[config.mk]
export PLATFORM = sky130hd
export DESIGN_NAME = glzw_front
export DESIGN_NICKNAME = d
export VERILOG_FILES = /design/src/design/glzw_pkg.sv /design/src/design/glzw_fifo.sv /design/src/design/glzw_front.sv
export SDC_FILE = /design/constraint.sdc
export NUM_CORES = 1
export LEC_CHECK = 0
export BUFFER_PORTS_ARGS = -buffer_cell sky130_fd_sc_hd__buf_4
export CORE_MARGIN = 2
export CORE_UTILIZATION = 50
export DETAILED_ROUTE_END_ITERATION = 12
export PLACE_DENSITY = 0.85
export RECOVER_POWER = 25
export SETUP_SLACK_MARGIN = 0.2
export SYNTH_ARGS = -nofsm -noshare
export SYNTH_HDL_FRONTEND = slang
export SYNTH_SLANG_ARGS = --single-unit
[constraint.sdc]
create_clock -name clk -period 2.7 [get_ports clk]
set_clock_uncertainty 0.2 [all_clocks]
set_input_delay 0.54 -clock clk [delete_from_list [all_inputs] [get_ports clk]]
set_output_delay 0.54 -clock clk [all_outputs]
set_load 0.02 [all_outputs]
[src/design/glzw_pkg.sv]
// ----------------------------------------------------------------------------
// glzw_pkg: shared types and constants
// Item types, dictionary entry layout and the back-end state encoding of the
// GIF LZW encoder.
// ----------------------------------------------------------------------------
package glzw_pkg;

  localparam int CODE_W  = 12;  // widest LZW code
  localparam int SYM_W   = 8;   // pixel color index
  localparam int CW_W    = 4;   // code width field
  localparam int NFC_W   = 13;  // next free code counter
  localparam int TAG_W   = 4;   // dictionary epoch tag
  localparam int BUF_W   = 19;  // packer bit buffer: 7 held bits plus one code
  localparam int FILL_W  = 5;   // packer fill count
  localparam int MCS_W   = 4;   // minimum code size register

  localparam logic [TAG_W-1:0] TAG_EMPTY = '0;
  localparam logic [TAG_W-1:0] TAG_FIRST = TAG_W'(1);
  localparam logic [TAG_W-1:0] TAG_LAST  = '1;
  localparam logic [MCS_W-1:0] MCS_RESET = MCS_W'(8);
  localparam logic [MCS_W-1:0] MCS_MIN   = MCS_W'(2);
  localparam logic [MCS_W-1:0] MCS_MAX   = MCS_W'(8);

  typedef struct packed {
    logic [7:0] pixel_index;
    logic       last_pixel;
  } in_item_t;

  typedef struct packed {
    logic [7:0] out_byte;
    logic       final_byte;
  } out_item_t;

  // pixel after classification by the front end
  typedef struct packed {
    logic [SYM_W-1:0] sym;
    logic             last;
    logic             first;
  } px_item_t;

  // one code for the bit packer
  typedef struct packed {
    logic [CODE_W-1:0] code;
    logic [CW_W-1:0]   width;
    logic              last;
  } code_item_t;

  typedef struct packed {
    logic [TAG_W-1:0]  tag;
    logic [CODE_W-1:0] prefix;
    logic [SYM_W-1:0]  sym;
    logic [CODE_W-1:0] code;
  } dict_entry_t;

  typedef enum logic [2:0] {
    BK_SWEEP,
    BK_WAIT,
    BK_CMP,
    BK_EMIT_MISS,
    BK_EMIT_FULL,
    BK_EMIT_FIRST,
    BK_EMIT_TAIL,
    BK_EMIT_EOI
  } back_state_t;

endpackage

[src/design/glzw_fifo.sv]
// ----------------------------------------------------------------------------
// glzw_fifo: small register queue
// Power-of-two depth, head shown combinationally, synchronous flush.
// ----------------------------------------------------------------------------
module glzw_fifo #(
  parameter int WIDTH = 8,
  parameter int DEPTH = 2
) (
  input  logic             clk,
  input  logic             rst_n,
  input  logic             flush,
  input  logic             push,
  input  logic [WIDTH-1:0] wdata,
  input  logic             pop,
  output logic [WIDTH-1:0] rdata,
  output logic             full,
  output logic             empty
);

  localparam int PW = (DEPTH > 1) ? $clog2(DEPTH) : 1;

  logic [WIDTH-1:0] mem_r [DEPTH];
  logic [PW-1:0]    wptr_r, wptr_nxt;
  logic [PW-1:0]    rptr_r, rptr_nxt;
  logic [PW:0]      cnt_r, cnt_nxt;
  logic             do_push, do_pop;

  assign full    = (cnt_r == (PW+1)'(DEPTH));
  assign empty   = (cnt_r == '0);
  assign do_push = push && !full;
  assign do_pop  = pop && !empty;
  assign rdata   = mem_r[rptr_r];

  always_comb begin
    wptr_nxt = wptr_r;
    rptr_nxt = rptr_r;
    cnt_nxt  = cnt_r;
    if (flush) begin
      wptr_nxt = '0;
      rptr_nxt = '0;
      cnt_nxt  = '0;
    end else begin
      if (do_push) wptr_nxt = wptr_r + PW'(1);
      if (do_pop)  rptr_nxt = rptr_r + PW'(1);
      if (do_push && !do_pop) cnt_nxt = cnt_r + (PW+1)'(1);
      if (do_pop && !do_push) cnt_nxt = cnt_r - (PW+1)'(1);
    end
  end

  always_ff @(posedge clk) begin
    if (!rst_n) begin
      wptr_r <= '0;
      rptr_r <= '0;
      cnt_r  <= '0;
    end else begin
      wptr_r <= wptr_nxt;
      rptr_r <= rptr_nxt;
      cnt_r  <= cnt_nxt;
    end
  end

  always_ff @(posedge clk) begin
    if (do_push && !flush) begin
      mem_r[wptr_r] <= wdata;
    end
  end

endmodule

[src/design/glzw_front.sv]
// ----------------------------------------------------------------------------
// glzw_front: pixel intake
// Accept pixels, mask the index to the code size, tag the first pixel of an
// image and queue the result for the back end.
// ----------------------------------------------------------------------------
module glzw_front (
  input  logic                           clk,
  input  logic                           rst_n,
  input  logic                           cfg_we,
  input  logic [glzw_pkg::MCS_W-1:0]     mcs,
  input  logic                           push,
  input  glzw_pkg::in_item_t             in_data,
  output logic                           full,
  input  logic                           q_pop,
  output glzw_pkg::px_item_t             q_item,
  output logic                           q_empty
);
  import glzw_pkg::*;

  logic             started_r, started_nxt;
  logic             accept;
  logic [SYM_W-1:0] sym_mask;
  px_item_t         px;
  logic [$bits(px_item_t)-1:0] q_raw;

  assign accept   = push && !full;
  assign sym_mask = SYM_W'((9'(1) << mcs) - 9'(1));

  always_comb begin
    px.sym   = in_data.pixel_index & sym_mask;
    px.last  = in_data.last_pixel;
    px.first = !started_r;
    started_nxt = started_r;
    if (cfg_we) begin
      started_nxt = 1'b0;
    end else if (accept) begin
      started_nxt = !in_data.last_pixel;
    end
  end

  always_ff @(posedge clk) begin
    if (!rst_n) begin
      started_r <= 1'b0;
    end else begin
      started_r <= started_nxt;
    end
  end

  glzw_fifo #(
    .WIDTH ($bits(px_item_t)),
    .DEPTH (2)
  ) u_queue (
    .clk   (clk),
    .rst_n (rst_n),
    .flush (cfg_we),
    .push  (push),
    .wdata (px),
    .pop   (q_pop),
    .rdata (q_raw),
    .full  (full),
    .empty (q_empty)
  );

  assign q_item = px_item_t'(q_raw);

endmodule

==> results.md <==
- Status: completed
- Period utilization: 82.46%
- Yosys warnings: 0
- CTS HTree Levels: 1
- Global-route wire length before repair: between 2000 and 3000 um
- Sequential-to-total area share from yosys stat: a little under two thirds
- Min-delay worst type: input port to flop
- Synthesized Nets: 104
- Leakage: 0.5223 nW
- Die Height: 51.54 um
- Min-Delay Startpoint: push
- Drt pass-1 iters: 4
- DP Worst Slack: 668.0 ps
- Layout net count: 139
- # setup viols final: 0
- DP Wirelength: between 1000 and 1500 um
- Combinational power share: 14.1%
- Overall power: 0.7175 mW
- Final ANT Viol Nets: 0
- Sw power: 0.1633 mW
- CTS Root Cell: clkbuf_4
- Endpoints failing hold: 0
- Crit start category: flop
- Final min period: 2227 ps
- Hold Path Depth: 2
- Seq cells post-synth: 26
- CORE AREA: 0.002170 mm^2
- Power density of the placed cells: 512.5 mW/mm^2
- Rel. slew slack: 70.64%
- Port buffer count: 29
- WP data required: between 1500 and 2000 ps
- Row cnt: 17
- Clock power share: 22.9%
- Cells after Synth: 84
- Internal Power: between 0.5 and 0.6 mW
- Vias: about 750
- Tightest Pin Transition: ~440 ps
- Max Root-Sink Buffers: 2
- Die W: 51.54 um
- Flop pwr share: 63.0%
- Avg Cell Area, Syn: 13.45 um^2
- Initial drt markers: 12
- Sw frac: around 23%
- Setup TNS: 0 ps
- Clock transition at path regs: between 100 and 150 ps
- Flop2flop setup slack: 820 ps
- Crit path kind: flop to primary output
- Share of layout cells above drive strength 1: 35.59%
- Total CTS buffers: 3
- Critical Path End Type: primary output
- Post-CTS sizing: 0
- Vias in the first global route: 722
- Initial antenna violation count: 0
- Post-CTS Repair Setup Buffers: 0
- Final WL: 1902 um
- CTS tree: done
- Max Clk Rate: 449.1 MHz
- Cells on worst reg2reg path: 5
- Slew Viols, Final: 0
- Setup repair after global routing missed its margin: false
- Total GRT Usage: 15.97%
- Final hold slack: between 200 and 250 ps
- Clk_lat worst skew: around 310 ps
- Mapped cell area: between 0.001 and 0.0015 mm^2
- Pin count of the biggest net entering global routing: 15
- Avg WL per Cell: 13.03 um
- RePlAce Congestion: 0.8559
- Remaining Overflow, GRT: 0
- TritonCTS Sinks: 26
- Setup ws final: 473.5 ps
- Sink of the worst hold path: started_r$_SDFFE_PP0P_
- # fillers: approximately 180
- Synth unique cells: 26
- Antenna cells: 0
- CP max FO: 10
- Starting Density: 52.08%
- IR drop worst, VDD: 0.4031 mV
- # hold bufs at CTS: 0
- Max_cap viols: 0
- Area delta synth->final: 23.92%
- Worst Path Arrival: 1490 ps
- Vias per cell: 5.123
- Die area: 0.002656 mm^2
- I/O Pins: 30
- R2r endpoint: u_queue.cnt_r[1]$_SDFFE_PP0P_
- Worst reg2reg path startpoint: u_queue.cnt_r[0]$_SDFFE_PP0P_
- Residual DRC: 0
==> per-stage QoR <==
stage	utilization, %	instances	instance area [um^2]
2_1_floorplan	-	84	1130
3_3_place_gp	64.19	142	1393
3_5_place_dp	64.19	142	1393
4_1_cts	65.40	146	1419
5_1_grt	64.53	146	1400
6_report	64.53	146	1400
==> critical path, stage by stage, from the launching register on <==
cell and delay (ps):
dfxtp_1 620, mux2_2 400, buf_4 160
==> power by group through the flow <==
stage          combinational (mW)  sequential, mW  clock, mW
3_5_place_dp                0.104           0.461          0
5_1_grt                     0.112           0.453      0.183
3_3_place_gp                0.101           0.461          0
6_report                    0.101           0.452      0.164
4_1_cts                     0.105           0.452      0.168
2_1_floorplan              0.0574           0.459          0
==> kinds of logic after synthesis <==
| family | Yosys count | share of synthesized area [%] |
|---|---|---|
| AO/OA/AOI/OAI | 12 | 6.312 |
| flip-flops | 26 | 63.79 |
| adder cells (fa/ha/maj) | 2 | 2.214 |
| buffers and inverters | 4 | 1.439 |
| XOR/XNOR | 4 | 3.101 |
| AND/OR/NAND/NOR | 26 | 13.18 |
| multiplexers | 10 | 9.967 |
==> layout by cell type (no fill, tap or decap), types with 3 or more instances in the layout <==
master and count:
nor2_1 7, clkbuf_1 4, edfxtp_1 20, a21oi_1 5
o21ai_0 3, buf_4 28, nor2b_1 4, dfxtp_1 6
mux2_2 10, clkbuf_4 3
==> cells in the mapped netlist <==
master    count  area [um^2]
edfxtp_1     20        600.6
mux2_2       10        112.6
nor2_1        7        26.28
dfxtp_1       6        120.1
a21oi_1       5        25.02
nor2b_1       4        25.02
and2_1        3        18.77
o21ai_0       3        15.01
ha_1          2        25.02
inv_1         2        7.510
nand2_1       2        7.510
nor3_1        2        10.01
o21a_1        2        15.01
or3_1         2        12.51
xnor2_1       2        17.52
xor2_1        2        17.52
a311oi_1      1        8.760
buf_2         1        5.000
inv_2         1        3.750
nand2b_1      1        6.260
nand2b_4      1        13.76
nand3_1       1        5.000
nand3b_1      1        7.510
nor3b_1       1        7.510
nor4b_1       1        8.760
o211ai_1      1        7.510
==> state kept, by name, summed over array words and instances, names as in the netlist, named ones only <==
signal and cells:
u_queue.rptr_r 1, u_queue.wptr_r 1, u_queue.cnt_r 2, u_queue.mem_r 20
started_r 1
==> routing by layer <==
| layer | vias to the layer above | part of all wire (%) | GRT usage, % |
|---|---|---|---|
| met4 | 0 | 0.47 | 8.772 |
| met5 | - | 0 | 0 |
| met3 | 2 | 4.7 | 2.586 |
| met1 | 355 | 40 | 17.60 |
| met2 | 16 | 55 | 29.06 |
| li1 | 375 | - | - |
==> area by class of cell <==
class	count	area (um^2)	area share, %
well taps	28	35.03	2.502
flip-flops and latches	26	720.7	51.47
repair buffers	31	221.5	15.82
clock buffers	4	26.28	1.877
multi-input cells	54	385.4	27.52
inverters	3	11.26	0.8043
==> worst max path at each step <==
stage | endpoint | from | slack, ps
2_1_floorplan | u_queue.mem_r[1][0]$_DFFE_PP_ | u_queue.cnt_r[0]$_SDFFE_PP0P_ | 650
3_3_place_gp | u_queue.mem_r[0][4]$_DFFE_PP_ | mcs[2] | 740
3_5_place_dp | u_queue.mem_r[0][4]$_DFFE_PP_ | mcs[2] | 670
4_1_cts | q_item[2] | flop | 450
5_1_grt | q_item[2] | flop | 400
6_report | q_item[2] | flop | 470
Power figures use the tool's default switching activity.
