## src/design/glzw_pkg.sv

```systemverilog
// ----------------------------------------------------------------------------
// glzw_pkg: shared types and constants
// Item types, dictionary entry layout and the back-end state encoding of the
// GIF LZW encoder.
// ----------------------------------------------------------------------------
package glzw_pkg;

  localparam int CODE_W  = 12;  // widest LZW code
  localparam int SYM_W   = 8;   // pixel color index
  localparam int CW_W    = 4;   // code width field
  localparam int NFC_W   = 13;  // next free code counter
  localparam int TAG_W   = 4;   // dictionary epoch tag
  localparam int BUF_W   = 19;  // packer bit buffer: 7 held bits plus one code
  localparam int FILL_W  = 5;   // packer fill count
  localparam int MCS_W   = 4;   // minimum code size register

  localparam logic [TAG_W-1:0] TAG_EMPTY = '0;
  localparam logic [TAG_W-1:0] TAG_FIRST = TAG_W'(1);
  localparam logic [TAG_W-1:0] TAG_LAST  = '1;
  localparam logic [MCS_W-1:0] MCS_RESET = MCS_W'(8);
  localparam logic [MCS_W-1:0] MCS_MIN   = MCS_W'(2);
  localparam logic [MCS_W-1:0] MCS_MAX   = MCS_W'(8);

  typedef struct packed {
    logic [7:0] pixel_index;
    logic       last_pixel;
  } in_item_t;

  typedef struct packed {
    logic [7:0] out_byte;
    logic       final_byte;
  } out_item_t;

  // pixel after classification by the front end
  typedef struct packed {
    logic [SYM_W-1:0] sym;
    logic             last;
    logic             first;
  } px_item_t;

  // one code for the bit packer
  typedef struct packed {
    logic [CODE_W-1:0] code;
    logic [CW_W-1:0]   width;
    logic              last;
  } code_item_t;

  typedef struct packed {
    logic [TAG_W-1:0]  tag;
    logic [CODE_W-1:0] prefix;
    logic [SYM_W-1:0]  sym;
    logic [CODE_W-1:0] code;
  } dict_entry_t;

  typedef enum logic [2:0] {
    BK_SWEEP,
    BK_WAIT,
    BK_CMP,
    BK_EMIT_MISS,
    BK_EMIT_FULL,
    BK_EMIT_FIRST,
    BK_EMIT_TAIL,
    BK_EMIT_EOI
  } back_state_t;

endpackage

```

## src/design/glzw_fifo.sv

```systemverilog
// ----------------------------------------------------------------------------
// glzw_fifo: small register queue
// Power-of-two depth, head shown combinationally, synchronous flush.
// ----------------------------------------------------------------------------
module glzw_fifo #(
  parameter int WIDTH = 8,
  parameter int DEPTH = 2
) (
  input  logic             clk,
  input  logic             rst_n,
  input  logic             flush,
  input  logic             push,
  input  logic [WIDTH-1:0] wdata,
  input  logic             pop,
  output logic [WIDTH-1:0] rdata,
  output logic             full,
  output logic             empty
);

  localparam int PW = (DEPTH > 1) ? $clog2(DEPTH) : 1;

  logic [WIDTH-1:0] mem_r [DEPTH];
  logic [PW-1:0]    wptr_r, wptr_nxt;
  logic [PW-1:0]    rptr_r, rptr_nxt;
  logic [PW:0]      cnt_r, cnt_nxt;
  logic             do_push, do_pop;

  assign full    = (cnt_r == (PW+1)'(DEPTH));
  assign empty   = (cnt_r == '0);
  assign do_push = push && !full;
  assign do_pop  = pop && !empty;
  assign rdata   = mem_r[rptr_r];

  always_comb begin
    wptr_nxt = wptr_r;
    rptr_nxt = rptr_r;
    cnt_nxt  = cnt_r;
    if (flush) begin
      wptr_nxt = '0;
      rptr_nxt = '0;
      cnt_nxt  = '0;
    end else begin
      if (do_push) wptr_nxt = wptr_r + PW'(1);
      if (do_pop)  rptr_nxt = rptr_r + PW'(1);
      if (do_push && !do_pop) cnt_nxt = cnt_r + (PW+1)'(1);
      if (do_pop && !do_push) cnt_nxt = cnt_r - (PW+1)'(1);
    end
  end

  always_ff @(posedge clk) begin
    if (!rst_n) begin
      wptr_r <= '0;
      rptr_r <= '0;
      cnt_r  <= '0;
    end else begin
      wptr_r <= wptr_nxt;
      rptr_r <= rptr_nxt;
      cnt_r  <= cnt_nxt;
    end
  end

  always_ff @(posedge clk) begin
    if (do_push && !flush) begin
      mem_r[wptr_r] <= wdata;
    end
  end

endmodule

```

## src/design/glzw_packer.sv

```systemverilog
// ----------------------------------------------------------------------------
// glzw_packer: LSB-first bit packer
// Append codes to a bit buffer, drain whole bytes into the result queue and
// pad the final byte of the stream.
// ----------------------------------------------------------------------------
module glzw_packer (
  input  logic                 clk,
  input  logic                 rst_n,
  input  logic                 cfg_we,
  input  logic                 code_valid,
  output logic                 code_ready,
  input  glzw_pkg::code_item_t code_item,
  output logic                 empty,
  input  logic                 pop,
  output glzw_pkg::out_item_t  out_data
);
  import glzw_pkg::*;

  logic [BUF_W-1:0]  buf_r, buf_nxt;
  logic [FILL_W-1:0] fill_r, fill_nxt;
  logic              flush_r, flush_nxt;
  logic              drain, q_push, q_full;
  logic [CODE_W-1:0] code_m;
  out_item_t         byte_item;
  logic [$bits(out_item_t)-1:0] q_raw;

  assign drain      = (fill_r >= FILL_W'(8)) || (flush_r && fill_r != '0);
  assign q_push     = drain && !q_full;
  assign code_ready = !drain;
  assign code_m     = code_item.code & ~({CODE_W{1'b1}} << code_item.width);
  assign byte_item  = '{out_byte: buf_r[7:0], final_byte: flush_r && fill_r <= FILL_W'(8)};

  always_comb begin
    buf_nxt   = buf_r;
    fill_nxt  = fill_r;
    flush_nxt = flush_r;
    if (cfg_we) begin
      // drop buffered bits
      buf_nxt   = '0;
      fill_nxt  = '0;
      flush_nxt = 1'b0;
    end else if (q_push) begin
      buf_nxt = buf_r >> 8;
      if (fill_r >= FILL_W'(8)) begin
        fill_nxt = fill_r - FILL_W'(8);
      end else begin
        fill_nxt = '0;
      end
      if (flush_r && fill_r <= FILL_W'(8)) begin
        flush_nxt = 1'b0;
      end
    end else if (code_valid && code_ready) begin
      buf_nxt   = buf_r | (BUF_W'(code_m) << fill_r);
      fill_nxt  = fill_r + FILL_W'(code_item.width);
      flush_nxt = code_item.last;
    end
  end

  always_ff @(posedge clk) begin
    if (!rst_n) begin
      buf_r   <= '0;
      fill_r  <= '0;
      flush_r <= 1'b0;
    end else begin
      buf_r   <= buf_nxt;
      fill_r  <= fill_nxt;
      flush_r <= flush_nxt;
    end
  end

  glzw_fifo #(
    .WIDTH ($bits(out_item_t)),
    .DEPTH (4)
  ) u_outq (
    .clk   (clk),
    .rst_n (rst_n),
    .flush (cfg_we),
    .push  (q_push),
    .wdata (byte_item),
    .pop   (pop),
    .rdata (q_raw),
    .full  (q_full),
    .empty (empty)
  );

  assign out_data = out_item_t'(q_raw);

endmodule

```

## config.mk

```make
export PLATFORM = sky130hd
export DESIGN_NAME = glzw_packer
export DESIGN_NICKNAME = d
export VERILOG_FILES = /design/src/design/glzw_pkg.sv /design/src/design/glzw_fifo.sv /design/src/design/glzw_packer.sv
export SDC_FILE = /design/constraint.sdc
export NUM_CORES = 1
export LEC_CHECK = 0
export BUFFER_PORTS_ARGS = -buffer_cell sky130_fd_sc_hd__buf_2
export CELL_PAD_IN_SITES_DETAIL_PLACEMENT = 1
export CELL_PAD_IN_SITES_GLOBAL_PLACEMENT = 1
export CORE_MARGIN = 4
export CORE_UTILIZATION = 47
export DETAILED_ROUTE_END_ITERATION = 8
export PLACE_DENSITY = 0.8
export SYNTH_ARGS = -nofsm -noshare
export SYNTH_HDL_FRONTEND = slang
export SYNTH_SLANG_ARGS = --single-unit
```

## constraint.sdc

```tcl
create_clock -name clk -period 3.8 [get_ports clk]
set_input_delay 0.19 -clock clk [delete_from_list [all_inputs] [get_ports clk]]
set_output_delay 0.19 -clock clk [all_outputs]
set_load 0.03 [all_outputs]
```

==> reports/results.ini <==
[floorplan]
num_rows = 33
die_w_um = 99.3
start_util = 0.479
coreArea_mm2 = 0.00818
die-area_mm2 = 0.00986
ios = 33
die_y_um = 99.3

[setup_path]
cp-startpoint = fill_r[4]
cp_max_fo = 21
crit_arrival_ps = 3740
critPathKind = flop to flop
worstSetupEndpointType = flop
worst_setup_path_start_kind = flop
worstPathRequired_ps = 4060
r2r_slack_ps = 330
r2r-start = fill_r[4]

[place]
portBuffers = 32
gp_congestion = 0.894
placedCellCount = 499
dp_hpwl_um = 8130

[worst_hold_path]
hold_path_class = input pin to flop
min_from = code_item[0]

[logic_synthesis]
yosysTopAreaCell = edfxtp_1
yosys-top-cells-area = edfxtp_1 28%, dfxtp_1 17%, mux4_2 5.2%, ha_1 3.2%, a21oi_1 2.9%
synth_edf_count = 36
synth-seq-cells = 70
syn_inst = 383
async_reset_ff_frac = 0
syn_area_per_cell_um2 = 10.2
ys_warn_count = 0
yosysUniqueCellTypes = 67
syn_area_mm2 = 0.00392
netlist.area_leader.share = 0.276
syn_nets = 417
synth_ff_type = edfxtp_1
yosysSeqAreaShare = 0.450

[clock_tree]
numCtsBuffers = 9
cts_tree = yes
htreeDepth = 3
post_cts_resized = 0
hold_buffers = 0
clk_pin_slew_ps = 80
clk_root_buffer_cell = clkbuf_8
post-cts-setup-buffer-count = 0
clk_latency_ps = 350
cts_sinks = 70
clockBufferDepth = 2

[global_routing]
groute.usage.overall = 0.233
grt_max_degree = 37
grt_pass1_wl_um = 18100
antenna_found_initial = 0
grt_pass1_vias = 3451
grt_overflow_total = 0

[finish]
final_nets = 439
seqCellArea_mm2 = 0.00176
drive_gt1_frac = 0.180
synthToLayoutAreaGrowth_pct = 10.2
multi_input_area_mm2 = 0.00197
diodes = 0
nFillCells = 930
finish.utilization = 0.528
fin_cells = 515

[routing]
routed-via-count = 3271
first_pass_iters = 4
vias_per_cell = 6.35
drcViolationCount = 0
wl_per_cell_um = 21.4
final_antenna_net_count = 0
wl_um = 11000
drtIter0Drc = 259

[timing]
finalMaxSlewViolations = 0
period_minus_slack_ps = 3470
report.final.hold_viol_count = 0
fmax_mhz = 288
maxSlewHeadroom = 0.344
grt_setup_unrepaired = false
setup_viol = 0
worst_slew_pin_slew_ps = 983
finalCritPeriodShare = 0.914
skew_ps = 8.83
setup_tns_ps = 0

[run]
drv_cap = 0

[power]
p_leak_uw = 0.00148
ir_drop_v = 0.000198
power_density_mw_per_mm2 = 428

[run_status]
status = finished, final reports clean

==> cells in the final DEF (no fill, tap or decap), drive strengths merged, types with 5 or more instances in the layout <==
cell type   n
dfxtp      34
a21oi      23
ha         10
o31ai       5
o22ai      11
o21ai      20
nand3       9
edfxtp     36
nor3b       6
a22oi       5
nand2      29
inv        11
mux4        9
o211ai      9
buf        40
nor3       11
or3         5
a31oi       9
o21a        5
a211oi      9
nor2       22
clkbuf     10
nor2b       6
clkinv      6
==> state kept, by name, summed over array words and instances, names as in the netlist, named ones only <==
signal	count
fill_r	5
flush_r	1
u_outq.wptr_r	2
u_outq.mem_r	36
buf_r	19
u_outq.rptr_r	2
u_outq.cnt_r	3
==> power by group <==
part	total, uW	internal, uW	leakage (uW)	switching, uW
sequential	849	824	0.000605	25.0
combinational	412	135	0.000771	277
clock	585	302	0.000100	283
total	1850	1260	0.00148	585
==> final cells by class <==
cell class                 count  area share
clock buffer                  10      0.0296
clock inverter                 6      0.0145
inverter                      12      0.0107
multi-input combinational    272       0.456
sequential                    70       0.408
tap                          105      0.0304
timing repair buffer          40      0.0510
==> Yosys cell counts, types with 4 or more instances <==
master / n
mux2i_1: 4
o31ai_1: 5
a211oi_1: 7
a21oi_1: 23
o22ai_1: 11
clkbuf_1: 11
nor3_1: 11
nor2b_1: 6
buf_2: 11
nand4_1: 4
ha_1: 10
o211ai_1: 9
o221ai_1: 4
a21o_1: 4
nand3_1: 9
dfxtp_1: 34
or3_1: 5
edfxtp_1: 36
nand2_1: 29
nor3b_1: 6
and3_1: 4
o21a_1: 5
a31oi_1: 9
mux4_2: 9
a22oi_1: 5
inv_1: 9
nand2b_1: 4
nor2_1: 21
o21ai_0: 16
xor2_1: 4
==> metal layers <==
| layer | global-route usage | vias to the layer above | wire length [um] |
|---|---|---|---|
| met3 | 0.0295 | 23 | 455 |
| met4 | 0.0914 | 0 | 273 |
| met2 | 0.408 | 88 | 5730 |
| li1 | - | 1530 | - |
| met5 | 0 | - | 0 |
| met1 | 0.292 | 1630 | 4540 |
==> stage by stage <==
stage | setup WS [ps] | area, um^2 | power, uW | hold slack, ps
floorplan | 825 | 3920 | 1160 | 322
global placement | 657 | 4130 | 1250 | 418
detailed placement | 428 | 4130 | 1270 | 452
CTS | 381 | 4320 | 1850 | 78.3
global route | 87.5 | 4320 | 1930 | 85.8
finish | 326 | 4320 | 1850 | 78.5
==> critical path, cell delays in order (launching register included) <==
cell and delay [ps]:
dfxtp_1 500, inv_1 170, ha_1 310, nor2b_1 170, mux2i_1 310, inv_2 140, nor2_4 290, clkinv_2 350
ha_1 340, inv_1 80, fa_1 210, xor2_1 80, or3_1 310, a21oi_1 140
==> final timing paths <==
check / cells after the start / end
worst min-delay path: 3 / flush_r
worst max register to register: 13 / u_outq.cnt_r[2]
worst max-delay path: 13 / u_outq.cnt_r[2]
worst min register to register: 2 / buf_r[2]
==> kinds of logic after synthesis <==
kind of cell | Yosys count | synth area share
AOI/OAI and AO/OA | 129 | 0.234
xor gates and xnor gates | 6 | 0.0134
muxes | 13 | 0.0619
and+or+nand+nor | 112 | 0.151
DFF | 70 | 0.450
buffers and inverters | 41 | 0.0482
adders and majority gates | 12 | 0.0421
No activity file was read; power rests on OpenSTA's default activity.
